## src/hw/rtl/bmhq_pkg.sv

```systemverilog
// Package for the binary min-heap queue: sizes, entry layout, datapath
// operation codes, status bundle and controller states. No dependencies.
package bmhq_pkg;

  // Heap capacity and the widths that follow from it.
  localparam int unsigned CAPACITY = 256;
  localparam int unsigned IDX_W    = $clog2(CAPACITY);
  localparam int unsigned CNT_W    = IDX_W + 1;
  localparam int unsigned PRIO_W   = 16;
  localparam int unsigned DATA_W   = 32;
  localparam int unsigned ENTRY_W  = PRIO_W + DATA_W;

  // Command codes on cmd_i.
  localparam logic CMD_INSERT = 1'b0;
  localparam logic CMD_POP    = 1'b1;

  // One heap entry as stored in the RAM.
  typedef struct packed {
    logic signed [PRIO_W-1:0] prio;
    logic        [DATA_W-1:0] data;
  } entry_t;

  // Operations the controller asks of the datapath, one per cycle.
  typedef enum logic [3:0] {
    OP_NONE,
    OP_INS_START,
    OP_INS_FULL,
    OP_POP_START,
    OP_POP_EMPTY,
    OP_PLACE,
    OP_RD_PAR,
    OP_UP_STEP,
    OP_RD_LAST,
    OP_LD_X,
    OP_RD_LC,
    OP_RD_RC,
    OP_DN_STEP
  } dp_op_e;

  // Status the datapath reports back to the controller.
  typedef struct packed {
    logic full;
    logic empty;
    logic pos_zero;
    logic lc_in;
    logic up_move;
    logic dn_move;
  } dp_status_t;

  // Controller states.
  typedef enum logic [3:0] {
    ST_IDLE,
    ST_UP_RD,
    ST_UP_CMP,
    ST_DN_LAST,
    ST_DN_LDX,
    ST_DN_L,
    ST_DN_R,
    ST_DN_CMP,
    ST_DONE
  } ctl_state_e;

endpackage

```

## src/hw/rtl/bmhq_ctrl.sv

```systemverilog
// Controller of the heap queue: sequences insert and pop through the sift
// steps of the datapath. Uses bmhq_pkg.
module bmhq_ctrl
  import bmhq_pkg::*;
(
  input  logic       clk_i,
  input  logic       rst_ni,
  input  logic       start,
  input  logic       cmd_i,
  input  dp_status_t status_i,
  output dp_op_e     op_o,
  output logic       busy,
  output logic       done_o
);

  ctl_state_e state_q, state_d;

  // State register.
  always_ff @(posedge clk_i or negedge rst_ni) begin
    if (!rst_ni) begin
      state_q <= ST_IDLE;
    end else begin
      state_q <= state_d;
    end
  end

  // Next state and datapath operation.
  always_comb begin
    state_d = state_q;
    op_o    = OP_NONE;
    unique case (state_q)
      ST_IDLE: begin
        if (start) begin
          if (cmd_i == CMD_INSERT) begin
            if (status_i.full) begin
              op_o    = OP_INS_FULL;
              state_d = ST_DONE;
            end else begin
              op_o    = OP_INS_START;
              state_d = ST_UP_RD;
            end
          end else begin
            if (status_i.empty) begin
              op_o    = OP_POP_EMPTY;
              state_d = ST_DONE;
            end else begin
              op_o    = OP_POP_START;
              state_d = ST_DN_LAST;
            end
          end
        end
      end
      // Sift up: read the parent, or settle at the root.
      ST_UP_RD: begin
        if (status_i.pos_zero) begin
          op_o    = OP_PLACE;
          state_d = ST_DONE;
        end else begin
          op_o    = OP_RD_PAR;
          state_d = ST_UP_CMP;
        end
      end
      ST_UP_CMP: begin
        op_o    = OP_UP_STEP;
        state_d = status_i.up_move ? ST_UP_RD : ST_DONE;
      end
      // Pop: fetch the last entry unless the heap is now empty.
      ST_DN_LAST: begin
        if (status_i.empty) begin
          state_d = ST_DONE;
        end else begin
          op_o    = OP_RD_LAST;
          state_d = ST_DN_LDX;
        end
      end
      ST_DN_LDX: begin
        op_o    = OP_LD_X;
        state_d = ST_DN_L;
      end
      // Sift down: read both children, then compare and move, or place the entry at a node without children.
      ST_DN_L: begin
        if (status_i.lc_in) begin
          op_o    = OP_RD_LC;
          state_d = ST_DN_R;
        end else begin
          op_o    = OP_PLACE;
          state_d = ST_DONE;
        end
      end
      ST_DN_R: begin
        op_o    = OP_RD_RC;
        state_d = ST_DN_CMP;
      end
      ST_DN_CMP: begin
        op_o    = OP_DN_STEP;
        state_d = status_i.dn_move ? ST_DN_L : ST_DONE;
      end
      ST_DONE: state_d = ST_IDLE;
      default: state_d = ST_IDLE;
    endcase
  end

  assign busy   = state_q != ST_IDLE;
  assign done_o = state_q == ST_DONE;

endmodule

```

## config.mk

```make
export PLATFORM = sky130hd
export DESIGN_NAME = bmhq_ctrl
export DESIGN_NICKNAME = d
export VERILOG_FILES = /design/src/hw/rtl/bmhq_pkg.sv /design/src/hw/rtl/bmhq_ctrl.sv
export SDC_FILE = /design/constraint.sdc
export NUM_CORES = 1
export LEC_CHECK = 0
export BUFFER_PORTS_ARGS = -buffer_cell sky130_fd_sc_hd__buf_2
export CAP_MARGIN = 15
export CORE_MARGIN = 10
export CORE_UTILIZATION = 33
export DETAILED_ROUTE_END_ITERATION = 8
export SLEW_MARGIN = 20
export SYNTH_ARGS = -nofsm -noshare
export SYNTH_HDL_FRONTEND = slang
export SYNTH_SLANG_ARGS = --single-unit
```

## constraint.sdc

```tcl
create_clock -name clk_i -period 1.9 [get_ports clk_i]
set_input_delay 0.19 -clock clk_i [delete_from_list [all_inputs] [get_ports clk_i]]
set_output_delay 0.19 -clock clk_i [all_outputs]
set_load 0.02 [all_outputs]
```

==> impl_metrics.json, run 1 <==
{
  "synthSimpleGateAreaFrac": 0.3533,
  "dp_hpwl_um": 1033,
  "finalClockSkew_ns": 0.001461,
  "crit_path_cell_chain": "buf_4 > nor2b_1 > a221oi_1 > o22ai_1 > buf_2",
  "reg2reg_to": "state_q[3]",
  "maxCapViolCount": 0,
  "layout_worst_path_cycle_share": 0.9542,
  "path_buf_inv": 2,
  "worstPathArrival_ns": 1.62,
  "die-width_um": 57.36,
  "synth.avg_cell_area_um2": 7.674,
  "met3_usage": 0.02655,
  "slew_violations": 0,
  "avgViaCountPerCell": 5.857,
  "netlist.top_cell.by_area": "dfrtp_1",
  "dominant_combinational_cell_family_by_area_after_synthesis": "simple AND/OR/NAND/NOR gates",
  "grt_setup_unrepaired": "false",
  "row_count": 13,
  "nNetsFinal": 88,
  "clock.fmax_ghz": 0.5516,
  "status": "complete, no violations",
  "synth_sequential_area_ratio": 0.2174,
  "adder_cell_area_share_of_the_yosys_netlist": 0,
  "via_count": 533,
  "cts_sinks": 4,
  "antenna_violating_nets_post_route": 0,
  "post-route-drc-count": 0,
  "largest_register": "state_q",
  "final.min_clock_period_ns": 1.813,
  "clk_latency_ns": 0.24,
  "power_per_cell_area_nw_per_um2": 1562,
  "total_clock_buffers_created_by_cts": 3,
  "grt.total_usage": 0.08610,
  "layout.cells.most_common_list": "15 x buf_2, 7 x nor2b_1, 5 x nor2_1, 4 x nand2_1",
  "setup_cp_type": "reg -> out",
  "netlist_area_um2": 460.4,
  "final_setup_violation_count": 0,
  "yosys_warning_total": 0,
  "grt_use_met2": 0.1411,
  "synth_enable_flop_cells": 0,
  "multiInputGateArea_um2": 335.3,
  "global_route.usage.met1": 0.09721,
  "finalWeightedCongestion": 0.7815,
  "synth_top_area_frac": 0.2174,
  "layout_commonest_cell": "buf_2",
  "crit_path_max_incr_delay_ns": 0.47,
  "post_synth_inst_count": 60,
  "cts.root.buffer_cell": "clkbuf_4",
  "timing.max_slew.rel_slack": 0.6519,
  "critical_path_required_ns": 1.71,
  "fp.coreArea_um2": 1301,
  "end_kind": "output port",
  "totalWireLength_um": 1436,
  "synthToLayoutAreaGrowth_pct": 28.26,
  "floorplan.die.height_um": 57.36,
  "setup.reg_to_reg.worst_slack_ns": 0.45,
  "synth_nets": 70,
  "cp_top_family": "flip-flops",
  "cts_clk_pin_slew_worst_paths_ns": 0.04,
  "totalNegativeSetupSlack_ns": 0,
  "dp_worst_setup_slack_ns": 0.2450,
  "postSynth.asyncResetShare": 1.000,
  "worst_path_maximum_fanout": 9,
  "post_cts_buffers": 0,
  "detail_route.iter0.violations": 7,
  "n_fill_cell": 141,
  "startpoint_type": "flip-flop",
  "h-tree-depth": 1,
  "min_path_type": "in -> reg",
  "vdd.ir_drop.worst_mv": 0.7245,
  "largest_register_ffs": 4,
  "hold_viol_final": 0,
  "global_route.peak_usage_layer": "met2",
  "antenna_found_initial": 0,
  "max_slew.worst_pin.slew_ns": 0.5154,
  "synth_compound_gate_area_share": 0.3234,
  "ff_to_ff_start": "state_q[0]",
  "yosys-mux-area-fraction": 0.03261,
  "synthTopCellsByArea": "dfrtp_1 22%, nor2b_1 9.5%, nand2b_1 4.1%, nor2_1 4.1%, and3b_1 3.8%",
  "hold_start": "status_i[0]",
  "number_of_distinct_standard_cells_referenced_by_the_synthesized_netlist": 30,
  "synthXorXnorAreaFrac": 0,
  "most_frequently_used_flop_master_after_synthesis": "dfrtp_1",
  "timing.critical_path.slowest_stage_cell": "dfrtp_2",
  "global_route.overflow_total": 0,
  "antenna_cells": 0,
  "drtPass1Iterations": 4,
  "postSynthRegisterBits": 4,
  "io-pin-count": 16,
  "clock_tree_from_tritoncts": "yes",
  "hold_path_end": "state_q[2]",
  "area_of_the_die_um2": 3290,
  "cts_max_path_buffers": 2,
  "io_buffers": 15,
  "grt_first_pass_wirelength_um": 2366,
  "pin_count_of_the_biggest_net_entering_global_routing": 19,
  "layout-drive-gt1-share": 0.3158,
  "register_area_um2": 102.6,
  "first_global_vias": 547,
  "start_util": 0.3538,
  "reg2regPathDepth": 3,
  "post_drt_wl_per_cell_um": 15.78,
  "worstHoldPathCells": 3,
  "p_leak_nw": 0.2718,
  "biggestRegsByFlops": "state_q (4)",
  "fin_ws_ns": 0.08695
}
[cell usage after synthesis (2+ instances only)]
| master | count |
|---|---|
| buf_2 | 2 |
| nand2_1 | 4 |
| nor4_1 | 2 |
| nor2b_1 | 7 |
| o31a_1 | 2 |
| a31oi_1 | 2 |
| dfrtp_1 | 4 |
| inv_1 | 3 |
| nand2b_1 | 3 |
| o41ai_1 | 2 |
| clkbuf_1 | 2 |
| and3b_1 | 2 |
| nor2_1 | 5 |
| o211ai_1 | 2 |
| o21ai_0 | 3 |
[power breakdown]
group	switching, W	internal, W
logic	0.000342	0.000253
clock network	0.0000424	0.0000712
registers	0.0000950	0.000120
total	0.000479	0.000443
[metrics by stage]
step	total power, W	hold slack, ns	area, µm²	utilization	cells
floorplan	0.0006120	-0.1056	460.4	-	60
global placement	0.0007800	0.001238	546.8	0.4202	87
detailed placement	0.0007750	-0.0003342	546.8	0.4202	87
CTS	0.0009173	0.2631	589.3	0.4529	91
global route	0.0009946	0.3022	590.6	0.4538	91
finish	0.0009227	0.2746	590.6	0.4538	91
[worst max-delay path by stage]
stage / from / to / slack (ns) / cells after the start
after floorplan: state_q[1] / op_o[2] / 0.13 / 5
after global placement: state_q[1] / op_o[1] / 0.29 / 4
after detailed placement: state_q[3] / op_o[1] / 0.25 / 4
after CTS: state_q[0] / op_o[0] / 0.03 / 5
after global routing: state_q[0] / op_o[0] / 0.03 / 5
final: state_q[0] / op_o[0] / 0.09 / 5
[logic make-up (layout without fill, tap and decap cells)]
logic type | after synthesis | in the layout
buffers and inverters | 8 | 24
AO/OA/AOI/OAI | 20 | 20
flip-flops | 4 | 4
AND/OR/NAND/NOR | 27 | 27
multiplexers | 1 | 1
[final cells by class]
type | count | area share
multi-input combinational | 48 | 0.5678
sequential | 4 | 0.1737
tap | 15 | 0.03178
inverter | 3 | 0.01907
clock buffer | 3 | 0.03814
timing repair buffer | 18 | 0.1695
[what timing repair did]
item,in CTS,in global routing
cloned,0,0
endpoints found under the hold margin,4,0
hold buffers,1,0
pin swaps,0,1
resized for setup,2,1
endpoints found under the setup margin,1,2
[tightest hold or removal path, cell delays in order]
cell	delay (ns)
buf_2	0.09
o21ai_0	0.09
o21ai_0	0.10
[metal layers]
metal | up-vias | part of all wire
met5 | - | 0
met4 | 0 | 0.0084
met1 | 244 | 0.45
met2 | 25 | 0.48
met3 | 4 | 0.058
li1 | 260 | -
Note: power is estimated with default switching activity, not from simulation.
==> run 2, diff against run 1 <==
==> constraint.sdc (replaced) <==
create_clock -name clk_i -period 2 [get_ports clk_i]
set_input_delay 0.2 -clock clk_i [delete_from_list [all_inputs] [get_ports clk_i]]
set_output_delay 0.2 -clock clk_i [all_outputs]
set_load 0.02 [all_outputs]
==> run 2 against run 1 <==
Die area stayed put; critical path depth is 1 lower; worst hold slack worse by 0.0032 ns; worst setup slack better by 0.096 ns; non-clock buffer count is 1 lower; register-to-register slack better by 0.02 ns.
==> impl_metrics.json, run 2 (synthesis gave the netlist of run 1 again) <==
{
  "status": "complete, no violations",
  "timing.critical_path.slowest_stage_cell": "dfrtp_1",
  "worstHoldPathCells": 3,
  "floorplan.die.height_um": 57.36,
  "total_clock_buffers_created_by_cts": 3,
  "highest_layer": "met4",
  "grt_setup_unrepaired": "false",
  "crit_path_max_incr_delay_ns": 0.49,
  "final.min_clock_period_ns": 1.817,
  "finalClockSkew_ns": 0.0007207,
  "clk_latency_ns": 0.23,
  "ff_to_ff_start": "state_q[2]",
  "layout-drive-gt1-share": 0.3067,
  "row_count": 13,
  "reg2regPathDepth": 3,
  "worstPathArrival_ns": 1.62,
  "totalWireLength_um": 1347,
  "post-route-drc-count": 0,
  "slew_violations": 0,
  "antenna_found_initial": 0,
  "placement.cell_area_um2": 539.3,
  "biggestRegsByFlops": "state_q (4)",
  "hold_path_end": "state_q[2]",
  "startpoint_type": "flip-flop",
  "min_path_type": "in -> reg",
  "cts.root.buffer_cell": "clkbuf_4",
  "power_switching_share": 0.5179,
  "avgViaCountPerCell": 5.678,
  "die-width_um": 57.36,
  "hold_viol_final": 0,
  "switching_power_w": 0.0004432,
  "maxCapViolCount": 0,
  "power.sequential.fraction": 0.258,
  "drtPass1Iterations": 4,
  "area_of_the_die_um2": 3290,
  "h-tree-depth": 1,
  "totalNegativeSetupSlack_ns": 0,
  "layout_worst_path_cycle_share": 0.9083,
  "hold_start": "status_i[0]",
  "clock_tree_from_tritoncts": "yes",
  "setup.reg_to_reg.worst_slack_ns": 0.47,
  "synthToLayoutAreaGrowth_pct": 26.63,
  "vdd.ir_drop.worst_mv": 0.6510,
  "timing.max_slew.rel_slack": 0.6215,
  "met1_length_um": 598,
  "clock.fmax_ghz": 0.5505,
  "dp_hpwl_um": 984.9,
  "cts_max_path_buffers": 2,
  "largest_register": "state_q",
  "nNetsFinal": 87,
  "share_comb_of_total_power": 0.625,
  "end_kind": "output port",
  "detail_route.iter0.violations": 8,
  "via_count": 511,
  "p_leak_nw": 0.2666,
  "cts_clk_pin_slew_worst_paths_ns": 0.04,
  "fp.coreArea_um2": 1301,
  "power_per_cell_area_nw_per_um2": 1468,
  "global_route.overflow_total": 0,
  "first_global_vias": 494,
  "finalWeightedCongestion": 0.7804,
  "io-pin-count": 16,
  "cp_top_family": "flip-flops",
  "post_drt_wl_per_cell_um": 14.97,
  "pin_count_of_the_biggest_net_entering_global_routing": 19,
  "cts_sinks": 4,
  "setup_cp_type": "reg -> out",
  "met2_length_um": 645,
  "final_setup_violation_count": 0,
  "fin_hold_ws_ns": 0.2714,
  "reg2reg_to": "state_q[1]",
  "finalInstanceArea_um2": 583.1,
  "crit_path_cell_chain": "nor4_4 > o211a_1 > o31a_1 > buf_2",
  "finalNonFillerCells": 90,
  "path_buf_inv": 1,
  "max_slew.worst_pin.slew_ns": 0.5605,
  "antenna_violating_nets_post_route": 0,
  "grt_first_pass_wirelength_um": 2104,
  "layout.cells.most_common_list": "15 x buf_2, 7 x nor2b_1, 5 x nor2_1, 4 x nand2_1",
  "post_cts_buffers": 0,
  "critical_path_required_ns": 1.80,
  "met3WireLength_um": 80,
  "largest_register_ffs": 4,
  "worst_path_maximum_fanout": 9,
  "io_buffers": 15,
  "grt.total_usage": 0.07625,
  "start_util": 0.3538,
  "power.clock.fraction": 0.117,
  "antenna_cells": 0,
  "layout_commonest_cell": "buf_2",
  "place.detailed.instances": 86,
  "intPower_w": 0.0004125
}
## run 2: changes by cell type in the layout (fill, tap and decap cells not counted)
| cell | before | now |
|---|---|---|
| buf_4 | 2 | 1 |
## run 2: routing by layer
layer  track usage  vias up
li1              -      257
met4       0.03691        0
met2        0.1242       15
met1       0.08568      237
met5             0        -
met3       0.02655        2
## run 2: worst max path at each step
stage	startpoint	end	slack, ns	cells after the start
global route	state_q[3]	op_o[1]	0.07	4
detailed placement	state_q[0]	op_o[1]	0.32	4
CTS	state_q[0]	op_o[1]	0.08	4
floorplan	state_q[1]	op_o[2]	0.22	5
global placement	state_q[1]	op_o[0]	0.36	4
finish	state_q[3]	op_o[1]	0.18	4
## run 2: repair_timing
item	CTS	global route
endpoints found under the hold margin	4	0
gates resized for setup	0	3
endpoints found under the setup margin	0	2
hold buffers	1	0
## run 2: through the flow
step	worst slack, ns	total power, W	util
2_1_floorplan	0.2219	0.0005814	-
3_3_place_gp	0.3576	0.0007325	0.4144
3_5_place_dp	0.3226	0.0007293	0.4144
4_1_cts	0.07688	0.0008308	0.4394
5_1_grt	0.07443	0.0009304	0.4481
6_report	0.1834	0.0008558	0.4481
## run 2: final cells by class
class | count | area, µm²
flip-flops and latches | 4 | 102.6
well taps | 15 | 18.77
inverters | 3 | 11.26
multi-input cells | 48 | 335.3
repair buffers | 17 | 92.59
fillers | 142 | 718.2
clock buffers | 3 | 22.52
## run 2: worst reg2reg max path, cell delays in order (launching register included)
cell and delay [ns]:
dfrtp_1 0.47, buf_4 0.21, o41ai_1 0.58, a311oi_1 0.11
## run 2: power by group through the flow
stage | registers (W) | clock network, W | logic (W)
floorplan | 0.000131 | 0 | 0.000451
global placement | 0.000207 | 0 | 0.000526
detailed placement | 0.000206 | 0 | 0.000523
CTS | 0.000205 | 0.0000979 | 0.000527
global route | 0.000233 | 0.000108 | 0.000590
finish | 0.000221 | 0.000100 | 0.000535
